<file path="src/rtl/core/gcs_pkg.sv">
// Package for the greedy coverage selector.
// Holds the payload structs, the controller command and status structs and shared constants.
// No dependencies.
package gcs_pkg;

    localparam int ONE_Q16 = 65536;
    localparam int WEIGHT_W = 17;

    localparam logic KIND_LOAD = 1'b0;
    localparam logic KIND_RUN = 1'b1;

    localparam logic REG_POPULATION = 1'b0;
    localparam logic REG_SELECT = 1'b1;

    typedef struct packed {
        logic        kind;
        logic [5:0]  row;
        logic [5:0]  col;
        logic [16:0] weight;
    } t_in_item;

    typedef struct packed {
        logic [5:0]  rank;
        logic [5:0]  selected_index;
        logic [22:0] objective;
        logic        last;
    } t_out_item;

    typedef struct packed {
        logic clr_wr;
        logic load_first;
        logic load_second;
        logic run_init;
        logic cand_start;
        logic cand_next;
        logic issue;
        logic judge;
        logic pick;
        logic round_adv;
    } t_cmd;

    typedef struct packed {
        logic clr_done;
        logic count_zero;
        logic cand_marked;
        logic cand_last;
        logic issue_last;
        logic pipe_empty;
        logic round_last;
        logic out_free;
    } t_sts;

endpackage

</file>
<file path="src/rtl/core/gcs_ctrl.sv">
// Controller state machine of the greedy coverage selector.
// Sequences the clearing pass, weight loads and the greedy rounds; uses gcs_pkg.
module gcs_ctrl (
    input  logic          i_clk,
    input  logic          i_rst_n,
    input  logic          i_in_valid,
    input  logic          i_in_kind,
    input  gcs_pkg::t_sts i_sts,
    output logic          o_in_ready,
    output gcs_pkg::t_cmd o_cmd
);

    typedef enum logic [11:0] {
        ST_CLEAR  = 12'b000000000001,
        ST_IDLE   = 12'b000000000010,
        ST_LOAD   = 12'b000000000100,
        ST_RUN    = 12'b000000001000,
        ST_CAND   = 12'b000000010000,
        ST_SWEEP  = 12'b000000100000,
        ST_DRAIN  = 12'b000001000000,
        ST_JUDGE  = 12'b000010000000,
        ST_PICK   = 12'b000100000000,
        ST_UPD    = 12'b001000000000,
        ST_UDRAIN = 12'b010000000000,
        ST_SPARE  = 12'b100000000000
    } t_state;

    t_state r_state;
    t_state n_state;

    always_ff @(posedge i_clk) begin
        if (!i_rst_n) begin
            r_state <= ST_CLEAR;
        end else begin
            r_state <= n_state;
        end
    end

    always_comb begin
        n_state = r_state;
        o_cmd = '0;
        o_in_ready = 1'b0;
        case (r_state)
            ST_CLEAR: begin
                o_cmd.clr_wr = 1'b1;
                if (i_sts.clr_done) begin
                    n_state = ST_IDLE;
                end
            end
            ST_IDLE: begin
                o_in_ready = 1'b1;
                if (i_in_valid) begin
                    if (i_in_kind == gcs_pkg::KIND_LOAD) begin
                        o_cmd.load_first = 1'b1;
                        n_state = ST_LOAD;
                    end else begin
                        o_cmd.run_init = 1'b1;
                        n_state = ST_RUN;
                    end
                end
            end
            ST_LOAD: begin
                o_cmd.load_second = 1'b1;
                n_state = ST_IDLE;
            end
            ST_RUN: begin
                n_state = i_sts.count_zero ? ST_IDLE : ST_CAND;
            end
            ST_CAND: begin
                if (i_sts.cand_marked) begin
                    if (i_sts.cand_last) begin
                        n_state = ST_PICK;
                    end else begin
                        o_cmd.cand_next = 1'b1;
                    end
                end else begin
                    o_cmd.cand_start = 1'b1;
                    n_state = ST_SWEEP;
                end
            end
            ST_SWEEP: begin
                o_cmd.issue = 1'b1;
                if (i_sts.issue_last) begin
                    n_state = ST_DRAIN;
                end
            end
            ST_DRAIN: begin
                if (i_sts.pipe_empty) begin
                    n_state = ST_JUDGE;
                end
            end
            ST_JUDGE: begin
                o_cmd.judge = 1'b1;
                if (i_sts.cand_last) begin
                    n_state = ST_PICK;
                end else begin
                    o_cmd.cand_next = 1'b1;
                    n_state = ST_CAND;
                end
            end
            ST_PICK: begin
                if (i_sts.out_free) begin
                    o_cmd.pick = 1'b1;
                    n_state = ST_UPD;
                end
            end
            ST_UPD: begin
                o_cmd.issue = 1'b1;
                if (i_sts.issue_last) begin
                    n_state = ST_UDRAIN;
                end
            end
            ST_UDRAIN: begin
                if (i_sts.pipe_empty) begin
                    o_cmd.round_adv = 1'b1;
                    n_state = i_sts.round_last ? ST_IDLE : ST_CAND;
                end
            end
            default: begin
                n_state = ST_IDLE;
            end
        endcase
    end

endmodule

</file>
<file path="config.mk">
export PLATFORM = sky130hd
export DESIGN_NAME = gcs_ctrl
export DESIGN_NICKNAME = d
export VERILOG_FILES = /design/src/rtl/core/gcs_pkg.sv /design/src/rtl/core/gcs_ctrl.sv
export SDC_FILE = /design/constraint.sdc
export NUM_CORES = 1
export LEC_CHECK = 0
export BUFFER_PORTS_ARGS = -buffer_cell sky130_fd_sc_hd__buf_4
export CORE_ASPECT_RATIO = 1.75
export CORE_MARGIN = 3
export CORE_UTILIZATION = 35
export CTS_CLUSTER_DIAMETER = 80
export DETAILED_ROUTE_END_ITERATION = 10
export PLACE_DENSITY = 0.68
export SLEW_MARGIN = 20
export SYNTH_ARGS = -nofsm -noshare
export SYNTH_HDL_FRONTEND = slang
export SYNTH_SLANG_ARGS = --single-unit
export TNS_END_PERCENT = 5
</file>
<file path="constraint.sdc">
create_clock -name i_clk -period 2.1 [get_ports i_clk]
set_input_delay 0 -clock i_clk [delete_from_list [all_inputs] [get_ports i_clk]]
set_output_delay 0 -clock i_clk [all_outputs]
set_load 0.005 [all_outputs]
</file>
==> impl_metrics.toml <==
[clocking]
cts.clk_slew.worst_paths_ns = 0.05
cts_tree = "yes"
clk_latency_ns = 0.23
cts_buffers = 3
cts_root_buffer = "clkbuf_8"
htree_levels = 1
cts_buffer_depth = 2
cts_num_sinks = 11

[critical_path]
end_kind = "register"
startpoint_type = "register"
arrival_ns = 2.18
r2r-start = "r_state[6]$_SDFFE_PN0P_"
critical_path_required_ns = 2.23
r2r_end = "r_state[8]$_SDFFE_PN0P_"
ff2ff_path_depth = 6
worst-setup-path-type = "register to register"
r2r_slack_ns = 0.04
worstPathMaxFanout = 7

[drt]
drc = 0
viasPerCell = 5.57
postRouteAntennaNets = 0
wl_per_cell_um = 13.9
routed_wl_um = 2430
drtPass1Iterations = 4
vias = 969
drt_iter0_drc = 38

[placed_design]
dp_hpwl_um = 2020
post_dp_cell_area_mm2 = 0.00117
placedCellCount = 169
gp_congestion = 0.929
port_buffers = 22

[sta]
tightest_slew_ns = 0.517
fin_crit_sh_pct = 97.9
clock.fmax_mhz = 486
drv_slew = 0
tns_ns = 0
period_needed_ns = 2.06
rsz0062_at_grt = "yes"
finalHoldViolCount = 0
final.setup_skew_ns = 0.00117
timing.hold.ws_ns = 0.0166
slew_headroom_pct = 65.6
final-setup-viol-count = 0

[global_route]
overflow = 0
antenna_found_initial = 0
grt_usage_pct = 17.1
grt_max_degree = 10
grt_pass1_wl_um = 4240
first_global_vias = 982

[finish]
final_nets = 162
syn_to_final_growth_pct = 41.7
n_fill_cell = 211
layout-drive-gt1-share_pct = 37.6
final_cell_area_mm2 = 0.00124
fin_cells = 174
regMostFlops = "r_state"
diodes = 0
largest_reg_flops = 11
top_regs = "r_state: 11 flops"

[die]
start_util_pct = 37.5
die_x_um = 43.8
ios = 23
row_count = 23
fp.coreArea_mm2 = 0.00233
die-area_mm2 = 0.00315
chipHeight_um = 72.1

[outcome]
outcome = "finished clean"

[synth]
synth_ff_type = "dfxtp_1"
syn_nets = 123
postSynthCellCount = 111
ys_warn_count = 0
avgSynthCellArea_um2 = 7.87
syn_area_um2 = 873
yosysSeqAreaShare_pct = 25.2
synth_edf_count = 0
synth-seq-cells = 11
yosysUniqueCellTypes = 43
synth-async-reset-ratio_pct = 0

[power_and_ir_drop]
power.leakage_nw = 0.578
power_uw = 537
ir_drop_mv = 0.468
cellPowerDensity_mw_per_mm2 = 434

[worst_hold_path]
whs_path_depth = 2
hold_class = "input pin to register"
min_to = "r_state[0]$_SDFFE_PN1P_"
min-delay-start = "i_rst_n"

[flow_run]
maxCapViolations = 0
cell families (layout without fill, tap and decap cells):
kind of cell    Yosys count  count (layout)  share of synthesized area, %
compound gates           18              18                          17.8
xor+xnor                  3               3                          3.01
buf+inv                  16              54                          8.74
flops                    11              11                          25.2
mux                       1               1                          1.15
simple gates             62              62                          44.1
power by group:
part	switching (mW)	internal [mW]
Clock	0.0727	0.133
Sequential	0.00310	0.214
Combinational	0.0536	0.0608
cells in the final DEF (no fill, tap or decap), types with 2 or more instances in the layout:
cell       instances
buf_4             41
dfxtp_1           11
nor2_1             9
nor3_1             8
inv_1              8
nor4_1             7
nor2b_1            5
nand4_1            4
nand2b_1           3
nand2_1            3
clkbuf_8           3
or3_1              2
nand3_1            2
a21oi_1            2
and2_1             2
and3_1             2
or4_4              2
and3b_1            2
xnor2_1            2
a2bb2oi_1          2
or4b_2             2
a22oi_1            2
a21boi_1           2
o21a_1             2
per-stage QoR:
| stage | utilization (%) | setup slack [ns] |
|---|---|---|
| 5_1_grt | 53.1 | -0.0310 |
| 6_report | 53.1 | 0.0436 |
| 3_3_place_gp | 50.0 | 0.0753 |
| 3_5_place_dp | 50.0 | 0.00338 |
| 4_1_cts | 52.7 | 0.0159 |
| 2_1_floorplan | - | -0.0150 |
layer usage:
layer,part of all wire [%],up-vias,global-route usage [%]
li1,-,488,-
met5,0,-,0
met2,53,34,29.5
met4,3.9,0,8.39
met3,3.7,10,1.74
met1,39,437,20.2
worst max-delay path by stage:
stage	slack, ns	endpoint	start
after global placement	0.08	r_state[8]$_SDFFE_PN0P_	r_state[5]$_SDFFE_PN0P_
after floorplan	-0.01	r_state[8]$_SDFFE_PN0P_	r_state[7]$_SDFFE_PN0P_
after global routing	-0.03	r_state[8]$_SDFFE_PN0P_	r_state[6]$_SDFFE_PN0P_
after CTS	0.02	r_state[4]$_SDFFE_PN0P_	r_state[4]$_SDFFE_PN0P_
final	0.04	r_state[8]$_SDFFE_PN0P_	r_state[6]$_SDFFE_PN0P_
after detailed placement	0.003	r_state[8]$_SDFFE_PN0P_	r_state[5]$_SDFFE_PN0P_
synthesized netlist by cell type, drive strengths merged (3+ instances only):
library cell  count  area (um2)
dfxtp            11         220
nor2             10        45.0
inv               8        30.0
nor3              8        40.0
nor4              8        50.1
buf               6        38.8
nor2b             5        31.3
nand2             4        15.0
nand4             4        25.0
nand2b            3        18.8
or4               3        30.0
final cells by class:
class | count | area (um2) | area share, %
timing repair buffer | 42 | 318 | 25.7
inverter | 8 | 30.0 | 2.43
clock buffer | 4 | 45.0 | 3.64
multi-input combinational | 84 | 593 | 47.9
tap | 25 | 31.3 | 2.53
sequential | 11 | 220 | 17.8
worst max-delay path, stage by stage, from the launching register on:
cell,delay (ns)
dfxtp_1,0.32
or4_4,0.54
or4_4,0.55
nor2_4,0.14
a2111oi_4,0.08
a21boi_1,0.17
o21a_1,0.16
repair_timing:
action | CTS | global route
buffers inserted | 0 | 0
endpoints found under the hold margin | 1 | 0
hold buffers | 1 | 0
setup endpoints to repair | 2 | 11
pin swaps | 0 | 1
resized for setup | 1 | 2
Note: power is estimated with default switching activity, not from simulation.
